## src/sv/rthv_pkg.sv

```systemverilog
`timescale 1ns / 1ps
// Shared types, constants and the hash step for the route table header validator.
// Used by every module of the block; depends on nothing.
package rthv_pkg;

	localparam int CHECKSUM_POS = 40;
	localparam int WORD_COUNT   = CHECKSUM_POS / 4;
	localparam int SUM_BYTES    = 8;
	localparam int IN_DATA_W    = 8;
	localparam int OUT_DATA_W   = 232;
	localparam int CFG_IDX_W    = 3;

	localparam logic [63:0] FNV_BASIS = 64'hcbf29ce484222325;

	// header magic, byte 0 in lane 0
	localparam logic [3:0][7:0] MAGIC = {8'h54, 8'h52, 8'h4C, 8'h53};

	typedef enum logic [3:0] {
		ST_OK       = 4'd0,
		ST_TRUNC    = 4'd1,
		ST_MAGIC    = 4'd2,
		ST_VERSION  = 4'd3,
		ST_HEADER   = 4'd4,
		ST_COUNT    = 4'd5,
		ST_RANGE    = 4'd6,
		ST_OVERLAP  = 4'd7,
		ST_CHECKSUM = 4'd8
	} status_t;

	typedef enum logic [CFG_IDX_W-1:0] {
		CFG_ROUTE_COUNT  = 3'd0,
		CFG_VERSION      = 3'd1,
		CFG_ENDIAN       = 3'd2,
		CFG_HEADER_BYTES = 3'd3,
		CFG_ENTRY_BYTES  = 3'd4
	} cfg_idx_t;

	typedef struct packed {
		logic [31:0] expected_route_count;
		logic [31:0] expected_version;
		logic [31:0] endian_marker;
		logic [31:0] header_bytes;
		logic [15:0] entry_bytes;
	} cfg_t;

	typedef logic [WORD_COUNT-1:0][3:0][7:0] words_t;

	// snapshot of one finished artifact
	typedef struct packed {
		words_t      words;
		logic [63:0] stored_sum;
		logic [63:0] hash;
		logic        magic_good;
	} rec_t;

	// failed checks, one flag each; count flag lacks the product compare
	typedef struct packed {
		logic trunc;
		logic magic;
		logic version;
		logic header;
		logic count;
		logic range;
		logic overlap;
		logic csum;
	} chk_t;

	// FNV-1a step; prime is 2^40 + 0x1b3, done as shift-add
	function automatic logic [63:0] fnv_step(input logic [63:0] h, input logic [7:0] b);
		logic [63:0] x;
		x = h ^ {56'd0, b};
		return (x << 40) + (x << 8) + (x << 7) + (x << 5) + (x << 4) + (x << 1) + x;
	endfunction

endpackage

```

## src/sv/route_table_header_validator.sv

```systemverilog
`timescale 1ns / 1ps
// Route table header validator: byte-stream artifact check, one status per artifact.
// Holds the configuration registers and ties front end, queue and back end; uses rthv_pkg.
//
// Usage:
//   Artifact bytes arrive on s_tdata in file order, one per accepted item; s_tlast marks
//   the final byte. Each final byte yields one result item on m_tdata: status, masked
//   FNV-1a hash, the header summary words and the saturated artifact length.
//   Bytes are taken at one per cycle. The front end is ready whenever the two-entry
//   snapshot queue has room, so it keeps running while the receiver stalls until four
//   finished artifacts wait (output register, check stage, two queue entries); only
//   then s_tready drops.
//   After the final byte is accepted, the artifact's snapshot passes through the queue, the
//   check stage (count product and range flags) and the output register.
//   Results for back-to-back artifacts leave at one per cycle while m_tready stays high.
//   Configuration is written through cfg_we/cfg_index/cfg_data while no artifact is in
//   flight; unknown indexes are ignored.
//   Reset clears the stream state (hash basis, empty header, length zero), empties the
//   queue and pipeline and loads the register defaults.
module route_table_header_validator #(
	parameter int LENGTH_WIDTH = 32
) (
	input  logic                              clk,
	input  logic                              arst_n,
	input  logic                              s_tvalid,
	output logic                              s_tready,
	input  logic [rthv_pkg::IN_DATA_W-1:0]    s_tdata,   // [7:0] data_byte
	input  logic                              s_tlast,   // last_byte
	output logic                              m_tvalid,
	input  logic                              m_tready,
	// [3:0] status, [67:4] computed_checksum, [99:68] routes,
	// [131:100] route_base, [163:132] strtab_base,
	// [195:164] strtab_len, [227:196] artifact_length, [231:228] zero
	output logic [rthv_pkg::OUT_DATA_W-1:0]   m_tdata,
	input  logic                              cfg_we,
	input  logic [rthv_pkg::CFG_IDX_W-1:0]    cfg_index,
	input  logic [31:0]                       cfg_data
);
	import rthv_pkg::*;

	cfg_t                    cfg_q;
	logic                    push, q_full, q_valid, q_pop;
	rec_t                    f_rec, q_rec;
	logic [LENGTH_WIDTH-1:0] f_len, q_len;

	always_ff @(posedge clk or negedge arst_n) begin
		if (!arst_n) begin
			cfg_q.expected_route_count <= 32'd0;
			cfg_q.expected_version     <= 32'd1;
			cfg_q.endian_marker        <= 32'd0;
			cfg_q.header_bytes         <= 32'd48;
			cfg_q.entry_bytes          <= 16'd32;
		end else if (cfg_we) begin
			unique case (cfg_idx_t'(cfg_index))
				CFG_ROUTE_COUNT:  cfg_q.expected_route_count <= cfg_data;
				CFG_VERSION:      cfg_q.expected_version     <= cfg_data;
				CFG_ENDIAN:       cfg_q.endian_marker        <= cfg_data;
				CFG_HEADER_BYTES: cfg_q.header_bytes         <= cfg_data;
				CFG_ENTRY_BYTES:  cfg_q.entry_bytes          <= cfg_data[15:0];
				default: ;
			endcase
		end
	end

	rthv_front #(.LENGTH_WIDTH(LENGTH_WIDTH)) u_front (
		.clk      (clk),
		.arst_n   (arst_n),
		.s_tvalid (s_tvalid),
		.s_tready (s_tready),
		.s_tdata  (s_tdata),
		.s_tlast  (s_tlast),
		.q_full   (q_full),
		.push     (push),
		.rec      (f_rec),
		.len      (f_len)
	);

	rthv_queue #(.LENGTH_WIDTH(LENGTH_WIDTH)) u_queue (
		.clk     (clk),
		.arst_n  (arst_n),
		.push    (push),
		.rec_in  (f_rec),
		.len_in  (f_len),
		.full    (q_full),
		.pop     (q_pop),
		.valid   (q_valid),
		.rec_out (q_rec),
		.len_out (q_len)
	);

	rthv_back #(.LENGTH_WIDTH(LENGTH_WIDTH)) u_back (
		.clk      (clk),
		.arst_n   (arst_n),
		.cfg      (cfg_q),
		.q_valid  (q_valid),
		.q_rec    (q_rec),
		.q_len    (q_len),
		.q_pop    (q_pop),
		.m_tvalid (m_tvalid),
		.m_tready (m_tready),
		.m_tdata  (m_tdata)
	);

endmodule

```

## src/sv/rthv_front.sv

```systemverilog
`timescale 1ns / 1ps
// Front end: takes artifact bytes, captures header words and stored checksum,
// runs the masked hash and hands a snapshot to the queue on the last byte. Uses rthv_pkg.
module rthv_front #(
	parameter int LENGTH_WIDTH = 32
) (
	input  logic                      clk,
	input  logic                      arst_n,
	input  logic                      s_tvalid,
	output logic                      s_tready,
	input  logic [7:0]                s_tdata,  // [7:0] data_byte
	input  logic                      s_tlast,
	input  logic                      q_full,
	output logic                      push,
	output rthv_pkg::rec_t            rec,
	output logic [LENGTH_WIDTH-1:0]   len
);
	import rthv_pkg::*;

	localparam logic [LENGTH_WIDTH-1:0] LEN_MAX = '1;

	logic [LENGTH_WIDTH-1:0] pos_q, len_d;
	logic [63:0]             hash_q, hash_d;
	logic                    magic_q, magic_d;
	words_t                  words_q, words_d;
	logic [7:0][7:0]         sum_q, sum_d;
	logic [7:0]              hb;
	logic                    accept;

	assign s_tready = !q_full;
	assign accept   = s_tvalid && s_tready;
	assign push     = accept && s_tlast;

	always_comb begin
		words_d = words_q;
		sum_d   = sum_q;
		magic_d = magic_q;
		hb      = s_tdata;
		if (pos_q < LENGTH_WIDTH'(4) && s_tdata != MAGIC[pos_q[1:0]])
			magic_d = 1'b0;
		if (pos_q < LENGTH_WIDTH'(CHECKSUM_POS)) begin
			words_d[pos_q[5:2]][pos_q[1:0]] = s_tdata;
		end else if (pos_q < LENGTH_WIDTH'(CHECKSUM_POS + SUM_BYTES)) begin
			// checksum field starts on an 8-byte boundary
			sum_d[pos_q[2:0]] = s_tdata;
			hb = 8'd0;
		end
		hash_d = fnv_step(hash_q, hb);
		len_d  = (pos_q != LEN_MAX) ? pos_q + 1'b1 : LEN_MAX;
	end

	assign rec = '{words: words_d, stored_sum: sum_d, hash: hash_d, magic_good: magic_d};
	assign len = len_d;

	always_ff @(posedge clk or negedge arst_n) begin
		if (!arst_n) begin
			pos_q   <= '0;
			hash_q  <= FNV_BASIS;
			magic_q <= 1'b1;
			words_q <= '0;
			sum_q   <= '0;
		end else if (accept) begin
			if (s_tlast) begin
				pos_q   <= '0;
				hash_q  <= FNV_BASIS;
				magic_q <= 1'b1;
				words_q <= '0;
				sum_q   <= '0;
			end else begin
				pos_q   <= len_d;
				hash_q  <= hash_d;
				magic_q <= magic_d;
				words_q <= words_d;
				sum_q   <= sum_d;
			end
		end
	end

endmodule

```

## src/sv/rthv_queue.sv

```systemverilog
`timescale 1ns / 1ps
// Two-entry queue of finished artifact snapshots between front and back end.
// Uses rthv_pkg.
module rthv_queue #(
	parameter int LENGTH_WIDTH = 32
) (
	input  logic                    clk,
	input  logic                    arst_n,
	input  logic                    push,
	input  rthv_pkg::rec_t          rec_in,
	input  logic [LENGTH_WIDTH-1:0] len_in,
	output logic                    full,
	input  logic                    pop,
	output logic                    valid,
	output rthv_pkg::rec_t          rec_out,
	output logic [LENGTH_WIDTH-1:0] len_out
);
	import rthv_pkg::*;

	rec_t                    ent_rec_q [2];
	logic [LENGTH_WIDTH-1:0] ent_len_q [2];
	logic                    wr_ptr_q, rd_ptr_q;
	logic [1:0]              cnt_q;

	assign full    = (cnt_q == 2'd2);
	assign valid   = (cnt_q != 2'd0);
	assign rec_out = ent_rec_q[rd_ptr_q];
	assign len_out = ent_len_q[rd_ptr_q];

	always_ff @(posedge clk) begin
		if (push) begin
			ent_rec_q[wr_ptr_q] <= rec_in;
			ent_len_q[wr_ptr_q] <= len_in;
		end
	end

	always_ff @(posedge clk or negedge arst_n) begin
		if (!arst_n) begin
			wr_ptr_q <= 1'b0;
			rd_ptr_q <= 1'b0;
			cnt_q    <= 2'd0;
		end else begin
			if (push)
				wr_ptr_q <= !wr_ptr_q;
			if (pop)
				rd_ptr_q <= !rd_ptr_q;
			cnt_q <= 2'(cnt_q + {1'b0, push} - {1'b0, pop});
		end
	end

	assert property (@(posedge clk) disable iff (!arst_n) cnt_q != 2'd3)
		else $error("queue count out of range");
	assert property (@(posedge clk) disable iff (!arst_n) pop |-> valid)
		else $error("pop from empty queue");
	assert property (@(posedge clk) disable iff (!arst_n) (push && !pop) |=> valid)
		else $error("pushed item lost");

endmodule

```

## src/sv/rthv_back.sv

```systemverilog
`timescale 1ns / 1ps
// Back end: runs the header checks on a queued snapshot in two stages
// (flags and count product, then status priority) into the output register. Uses rthv_pkg.
module rthv_back #(
	parameter int LENGTH_WIDTH = 32
) (
	input  logic                    clk,
	input  logic                    arst_n,
	input  rthv_pkg::cfg_t          cfg,
	input  logic                    q_valid,
	input  rthv_pkg::rec_t          q_rec,
	input  logic [LENGTH_WIDTH-1:0] q_len,
	output logic                    q_pop,
	output logic                    m_tvalid,
	input  logic                    m_tready,
	// [3:0] status, [67:4] computed_checksum, [99:68] routes,
	// [131:100] route_base, [163:132] strtab_base,
	// [195:164] strtab_len, [227:196] artifact_length, [231:228] zero
	output logic [rthv_pkg::OUT_DATA_W-1:0] m_tdata
);
	import rthv_pkg::*;

	localparam int CW = ((LENGTH_WIDTH > 32) ? LENGTH_WIDTH : 32) + 1;
	localparam int EW = LENGTH_WIDTH + 32;

	function automatic logic span_ok(input logic [CW-1:0] l, input logic [CW-1:0] off,
		input logic [CW-1:0] size);
		return (off <= l) && (size <= l - off);
	endfunction

	logic [31:0]   w [WORD_COUNT];
	logic [CW-1:0] lenx;
	logic [EW-1:0] lenw;
	logic [31:0]   len_sat;
	logic [47:0]   prod_full;
	chk_t          chk_d;

	logic          valid_s1;
	chk_t          chk_s1;
	logic [31:0]   prod_s1, w7_s1, rc_s1, rto_s1, sto_s1, sts_s1, len_s1;
	logic [63:0]   hash_s1;
	logic          adv_s1, ready_s1, out_ready;
	status_t       status_d;

	always_comb begin
		for (int i = 0; i < WORD_COUNT; i++)
			w[i] = q_rec.words[i];
	end

	assign lenx      = CW'(q_len);
	assign lenw      = EW'(q_len);
	assign len_sat   = (|lenw[EW-1:32]) ? 32'hFFFF_FFFF : lenw[31:0];
	assign prod_full = w[4] * cfg.entry_bytes;

	always_comb begin
		chk_d.trunc   = lenx < CW'(cfg.header_bytes);
		chk_d.magic   = !q_rec.magic_good || lenx < CW'(4);
		chk_d.version = w[1] != cfg.expected_version;
		chk_d.header  = w[2] != cfg.endian_marker || w[3] != cfg.header_bytes;
		chk_d.count   = w[4] != cfg.expected_route_count || w[5] != cfg.expected_route_count;
		chk_d.range   = !span_ok(lenx, CW'(w[6]), CW'(w[7])) ||
		                !span_ok(lenx, CW'(w[8]), CW'(w[9]));
		chk_d.overlap = ({1'b0, w[6]} + {1'b0, w[7]}) > {1'b0, w[8]};
		chk_d.csum    = q_rec.hash != q_rec.stored_sum;
	end

	assign out_ready = !m_tvalid || m_tready;
	assign adv_s1    = valid_s1 && out_ready;
	assign ready_s1  = !valid_s1 || adv_s1;
	assign q_pop     = q_valid && ready_s1;

	always_ff @(posedge clk) begin
		if (q_pop) begin
			chk_s1  <= chk_d;
			prod_s1 <= prod_full[31:0];
			w7_s1   <= w[7];
			hash_s1 <= q_rec.hash;
			rc_s1   <= w[4];
			rto_s1  <= w[6];
			sto_s1  <= w[8];
			sts_s1  <= w[9];
			len_s1  <= len_sat;
		end
	end

	always_comb begin
		priority if (chk_s1.trunc)                       status_d = ST_TRUNC;
		else if (chk_s1.magic)                           status_d = ST_MAGIC;
		else if (chk_s1.version)                         status_d = ST_VERSION;
		else if (chk_s1.header)                          status_d = ST_HEADER;
		else if (chk_s1.count || w7_s1 != prod_s1)       status_d = ST_COUNT;
		else if (chk_s1.range)                           status_d = ST_RANGE;
		else if (chk_s1.overlap)                         status_d = ST_OVERLAP;
		else if (chk_s1.csum)                            status_d = ST_CHECKSUM;
		else                                             status_d = ST_OK;
	end

	always_ff @(posedge clk) begin
		if (adv_s1)
			m_tdata <= {4'd0, len_s1, sts_s1, sto_s1, rto_s1, rc_s1, hash_s1, status_d};
	end

	always_ff @(posedge clk or negedge arst_n) begin
		if (!arst_n) begin
			valid_s1 <= 1'b0;
			m_tvalid <= 1'b0;
		end else begin
			if (ready_s1)
				valid_s1 <= q_pop;
			if (out_ready)
				m_tvalid <= valid_s1;
		end
	end

	assert property (@(posedge clk) disable iff (!arst_n) m_tvalid |-> m_tdata[3:0] <= 4'(ST_CHECKSUM))
		else $error("status code out of range");
	assert property (@(posedge clk) disable iff (!arst_n) (valid_s1 && !out_ready) |=> valid_s1)
		else $error("stage 1 item dropped under stall");
	assert property (@(posedge clk) disable iff (!arst_n) (valid_s1 && !out_ready) |-> !q_pop)
		else $error("queue popped into a stalled stage");

endmodule

```

## config.mk

```make
export PLATFORM = sky130hd
export DESIGN_NAME = route_table_header_validator
export DESIGN_NICKNAME = d
export VERILOG_FILES = /design/src/sv/rthv_pkg.sv /design/src/sv/route_table_header_validator.sv /design/src/sv/rthv_front.sv /design/src/sv/rthv_queue.sv /design/src/sv/rthv_back.sv
export SDC_FILE = /design/constraint.sdc
export NUM_CORES = 2
export LEC_CHECK = 0
export ABC_AREA = 1
export BUFFER_PORTS_ARGS = -buffer_cell sky130_fd_sc_hd__buf_2
export CELL_PAD_IN_SITES_DETAIL_PLACEMENT = 1
export CELL_PAD_IN_SITES_GLOBAL_PLACEMENT = 2
export CORE_MARGIN = 1.5
export CORE_UTILIZATION = 40
export DETAILED_ROUTE_END_ITERATION = 6
export PLACE_DENSITY = 0.81
export SLEW_MARGIN = 15
export SYNTH_ARGS = -nofsm -noshare
export SYNTH_HDL_FRONTEND = slang
export SYNTH_SLANG_ARGS = --single-unit
```

## constraint.sdc

```tcl
create_clock -name clk -period 34.5 [get_ports clk]
set_input_delay 3.45 -clock clk [delete_from_list [all_inputs] [get_ports clk]]
set_output_delay 3.45 -clock clk [all_outputs]
set_load 0.005 [all_outputs]
```

# [Word-level counts from Yosys, hierarchy flattened]
# Memory sizes are Yosys's and may differ from the RTL's.
# Index checks and enable logic that the tools add are counted.
[word_totals] input_bits=49 latchBits=0 wordCells=192 ramBits=962 memories=2 out_inout_bits=234 rom_bits=0 regBits=1155
[op_classes] n_mul=1 n_lt_le_gt_ge=16 shift=0 div_mod_pow=0 n_mux=31 bitwise=1 n_addsub=12 eq_ne=14 n_reduce_logical=34
[mem_list] name="u_queue.ent_rec_q" words=2 width=449 read_ports=1 rd_clocked_by_memory_dff=0 wr=1 line_no="rthv_queue.sv:20" rtl="rec_t ent_rec_q [2];"
[mem_list] name="u_queue.ent_len_q" words=2 width=32 read_ports=1 rd_clocked_by_memory_dff=0 wr=1 line_no="rthv_queue.sv:21" rtl="logic [LENGTH_WIDTH-1:0] ent_len_q [2];"
[op_table] operator="2-to-1 mux 320 bit" n=2
[op_table] operator="adder 64 bit" n=6
[op_table] operator="bitwise mux 320 bit" n=1
[op_table] operator="2-to-1 mux 64 bit" n=4
[op_table] operator="inequality test 32 bit" n=6
[op_table] operator="demux 32 bit (select 4 bit)" n=1
[op_table] operator="2-to-1 mux 32 bit" n=3
[op_table] operator="<= comparator 32 x 33 -> 1 bit" n=2
[op_table] operator="subtractor 32 x 32 -> 33 bit" n=2
[op_table] operator="bitwise mux 64 bit" n=1
[op_table] operator="<= comparator 32 bit" n=2
[op_table] operator="less-than comparator 32 x 3 -> 1 bit (second input constant)" n=2
[op_table] operator="less-than comparator 32 x 6 -> 1 bit (second input constant)" n=2
[op_table] operator="inequality test 64 bit" n=1
[op_table] operator="XOR 64 x 8 -> 64 bit" n=1
[op_table] operator="2-to-1 mux 8 bit" n=5
[op_table] operator="adder 32 x 32 -> 33 bit" n=1
[op_table] operator="greater-than comparator 33 x 32 -> 1 bit" n=1
[op_table] operator="adder 32 x 1 -> 32 bit (second input constant)" n=1
[op_table] operator="less-than comparator 32 bit" n=1
[op_table] operator="multiplier 32 x 16 -> 32 bit" n=1
[op_table] operator="inequality test 32 bit (second input constant)" n=1
[op_table] operator="demux 8 bit (select 3 bit)" n=1
[op_table] operator="binary-select mux 8 bit (select 2 bit)" n=1
[op_table] operator="other kinds (26)" n=60

# [Logic depth before layout (Yosys ltp)]
[logic_depth] ltp_word=11 ltp_mapped=36 ltp_nobuf=34

# [Hierarchy]
# A second synthesis with hierarchy kept.
[unflattened] cells_unflattened=12935 area_unflattened_um2=120969.8
[by_module_without_submodules] mod="rthv_back" area_per_inst_um2=39746.9 cells_per_inst=4006 seq_area_each_um2=15785.1 n_inst=1
[by_module_without_submodules] mod="rthv_front" area_per_inst_um2=39685.6 cells_per_inst=5759 seq_area_each_um2=12072.8 n_inst=1
[by_module_without_submodules] mod="rthv_queue" area_per_inst_um2=35730.5 cells_per_inst=2537 seq_area_each_um2=28987.8 n_inst=1
[by_module_without_submodules] mod="route_table_header_validator" area_per_inst_um2=5806.8 cells_per_inst=633 seq_area_each_um2=3608.5 n_inst=1

# [Worst setup path before layout]
# No wires, ideal clock.
[synth_path] kind="input to register" from="input s_tvalid" to="memory u_queue.ent_len_q[0][0] (enable)" stages=5 n_path_buf=1 path_slack_ns=10.647 setup_time_ns=1.270 arrival_time_ns=22.583 t_required_ns=33.230 path_cell_list="nand2_1 > clkbuf_1 > nor2_1 > inv_1 > nor2_1"
[synth_via] elab_chain_cells=4
[synth_rtl] item="start, declared" line_no="route_table_header_validator.sv:25" rtl="input logic s_tvalid,"
[synth_rtl] item="logical AND 1 bit" line_no="rthv_front.sv:31" rtl="assign accept = s_tvalid && s_tready;"
[synth_rtl] item="logical AND 1 bit" line_no="rthv_front.sv:32" rtl="assign push = accept && s_tlast;"
[synth_rtl] item="named net push" line_no="route_table_header_validator.sv:42" rtl="logic push, q_full, q_valid, q_pop;"
[synth_rtl] item="2-to-1 mux 1 bit" line_no="rthv_queue.sv:31" rtl="if (push) begin"
[synth_rtl] item="2-to-1 mux 1 bit (not written as such)" line_no="rthv_queue.sv:33" rtl="ent_len_q[wr_ptr_q] <= len_in;"
[synth_rtl] item="end, declared" line_no="rthv_queue.sv:21"
# The timed path passes the listed nets, and every way through them passes these cells.

==> key figures <==
Status
  – Outcome: finished clean

Clock network
  – Hold buffer count at CTS: 0
  – Cts repair resizes: 0
  – Root buf cell: clkbuf_16
  – Clock-pin slew on the worst setup and hold paths: 60 ps
  – CTS H-tree depth: 4
  – Clock Latency Late Sink: 910 ps
  – Postcts setup bufs: 0
  – CTS Buffer Depth: 4
  – Clock sink count: 2,021
  – CTS tree: yes
  – CTS buffer count: 226

Drt
  – 1st-pass router iterations: 6
  – Routed WL: 369 mm
  – Via count: 78,800
  – DRT antenna net count: 0
  – Initial DRC Count: 5,780
  – Routed WL per cell: 24.9 µm
  – Vias per cell: 5.30
  – DRC violations left: 0

Worst setup path
  – Critical path endpoint category: flop
  – Req. time, crit path: 35,150 ps
  – Worst Path Arrival: 9110 ps
  – Worst setup path category: in -> reg
  – Crit path from: s_tdata[4]
  – Reg2reg start: u_queue.rd_ptr_q$_DFFE_PN0P_
  – CP max FO: 7
  – Setup crit start kind: primary input

Global route
  – Largest net degree at the start of global routing: 192
  – First-pass GRT wire length: 549 mm
  – Grt ovf: 0
  – Antenna violations before repair: 29
  – Vias in the first global route: 83,500
  – All-Layer GR Usage: 26.5%

Timing
  – RSZ-0062 raised after global routing: false
  – Slew HR: 18.4%
  – Max Fclk: 118 MHz
  – Setup tns final: 0 ps
  – Final Hold Viols: 0
  – Clock skew: 40.8 ps
  – Count of final setup violators: 0
  – Worst-margin pin slew: 1210 ps
  – Final Cycle Share: 24.5%
  – Post-layout minimum cycle time: 8460 ps
  – Fin. max-slew vios: 0

Layout
  – Most common cell after layout, fill and taps aside: nand2_1
  – Commonest non-fill, non-tap cells in the layout: nand2_1 (2,649), inv_1 (1,630), edfxtp_1 (1,422), o21ai_0 (1,048), dfrtp_1 (565)
  – Layout cell share with drive strength beyond 1: 8.57%
  – P&R area growth vs syn: 11.6%
  – Nets: 12,100

Synth
  – Post-synth EDFFs: 1,422
  – Synthesized instance count: 10,800
  – Syn Area/Cell: 10.2 µm²
  – Sequential area share after synthesis: 52.5%
  – Synth warn: 0
  – Mapped cell area: 110,000 µm²
  – Post-synthesis async set-or-reset flop share: 29.6%
  – Flops & latches, synth: 2,021
  – Most used DFF post-synth: edfxtp_1
  – Synth cell types: 59

Die
  – I/O pin count: 283
  – Total Die Area: 278,000 µm²
  – Initial Util: 40.2%
  – Die span in x: 527 µm
  – Core ar.: 273,000 µm²
  – Site Rows: 192
  – Die extent in y: 527 µm

Placement
  – Detailed placer's ending HPWL: 263 mm
  – Port bufs: 278
  – Routability cong.: 0.940

Worst hold path
  – Hold path start: u_back.hash_s1[39]$_DFFE_PP_
  – Worst Hold Class: reg -> reg

Run
  – Max-cap violations: 0
==> registers in the layout (all words and copies together) (netlist names), 64 cells and up <==
signal,flops
cfg_q,144
u_back.hash_s1,64
u_back.m_tdata,228
u_front.hash_q,64
u_front.sum_q,64
u_front.words_q,288
u_queue.ent_len_q,64
u_queue.ent_rec_q,834
==> worst paths after layout <==
kind / cells after the start / endpoint / slack, ps
setup / recovery: 19 / u_queue.ent_rec_q[1][39]$_DFFE_PP_ / 26040
min in group asynchronous: 1 / cfg_q[6]$_DFFE_PN0P_ / 2620
hold reg to reg: 0 / u_back.m_tdata[43]$_DFFE_PP_ / 400
max in group asynchronous: 4 / u_front.words_q[313]$_DFFE_PN0P_ / 28670
hold / removal: 0 / u_back.m_tdata[43]$_DFFE_PP_ / 400
setup reg to reg: 21 / u_back.prod_s1[29]$_DFFE_PP_ / 26260
==> worst max-delay path, stage by stage <==
cell,delay (ps)
buf_2,130
nand2_1,120
xor2_1,680
fa_1,570
fa_1,550
inv_1,50
fa_1,500
inv_1,40
ha_1,180
ha_1,350
a21oi_1,200
a21boi_0,660
o21ai_1,370
nand2_1,140
nand2_1,130
a21oi_1,470
o21ai_0,270
nand2_1,150
nand2_1,80
==> synthesized netlist by cell type, types with 6 or more instances <==
master	instances	share of area, %
buf_6	37	0.38
nand2_1	2651	9.1
mux2i_1	76	0.69
xnor2_1	153	1.2
dfrtp_1	566	13
o211ai_1	9	0.061
nor3_1	44	0.20
a211oi_1	11	0.075
a21o_1	26	0.18
buf_2	47	0.21
inv_1	1632	5.6
clkbuf_1	253	0.86
o22ai_1	34	0.19
or2_2	135	0.77
fa_1	547	10
o21bai_1	29	0.20
a31oi_1	23	0.13
a22o_1	18	0.14
a21oi_1	298	1.4
o21ai_0	1053	4.8
buf_1	14	0.048
xor2_1	275	2.2
a21boi_0	10	0.068
o2111ai_1	6	0.048
clkinv_1	13	0.044
dfstp_2	33	0.79
nand3b_1	9	0.061
o21a_1	70	0.48
edfxtp_1	1422	39
nor4_1	64	0.36
nand4_1	93	0.53
o21ai_1	38	0.17
ha_1	403	4.6
nor2_1	474	1.6
nand3_1	163	0.74
==> cells by family after synthesis <==
group	Yosys count	synth area share [%]
adder cells (fa/ha/maj)	950	14.5
other	1	0.00341
XOR/XNOR	431	3.45
AO/OA/AOI/OAI	1647	8.07
buffers and inverters	2005	7.17
multiplexers	76	0.692
flip-flops	2021	52.5
AND/OR/NAND/NOR	3665	13.5
==> layer usage <==
metal,GRT usage [%],wire (µm),vias to the layer above
met1,36.0,162000,40600
li1,-,-,35700
met3,3.12,17700,587
met4,9.06,14000,6
met5,0,40,-
met2,43.9,175000,1926
==> metrics by stage <==
stage / hold WS (ps) / util [%] / cell area (µm²) / setup WS [ps] / instances
5_1_grt: 411 / 44.9 / 123000 / 25790 / 14800
3_3_place_gp: 400 / 42.1 / 115000 / 25100 / 14400
3_5_place_dp: 405 / 42.1 / 115000 / 25070 / 14400
2_1_floorplan: 400 / - / 110000 / 10650 / 10800
4_1_cts: 396 / 44.9 / 123000 / 26030 / 14800
6_report: 398 / 44.9 / 123000 / 26040 / 14900
==> cell type report <==
class,instances,area [µm²]
fillers,30100,151000
flip-flops and latches,2021,57700
multi-input cells,6773,44400
inverters,1649,6210
clock buffers,293,6190
well taps,3589,4490
repair buffers,394,2350
clock inverters,128,1310
diodes,14,35.0
Power is left out: the tool's default activity adds up to more than one toggle a clock period on the data nets, which glitch-free logic cannot reach.
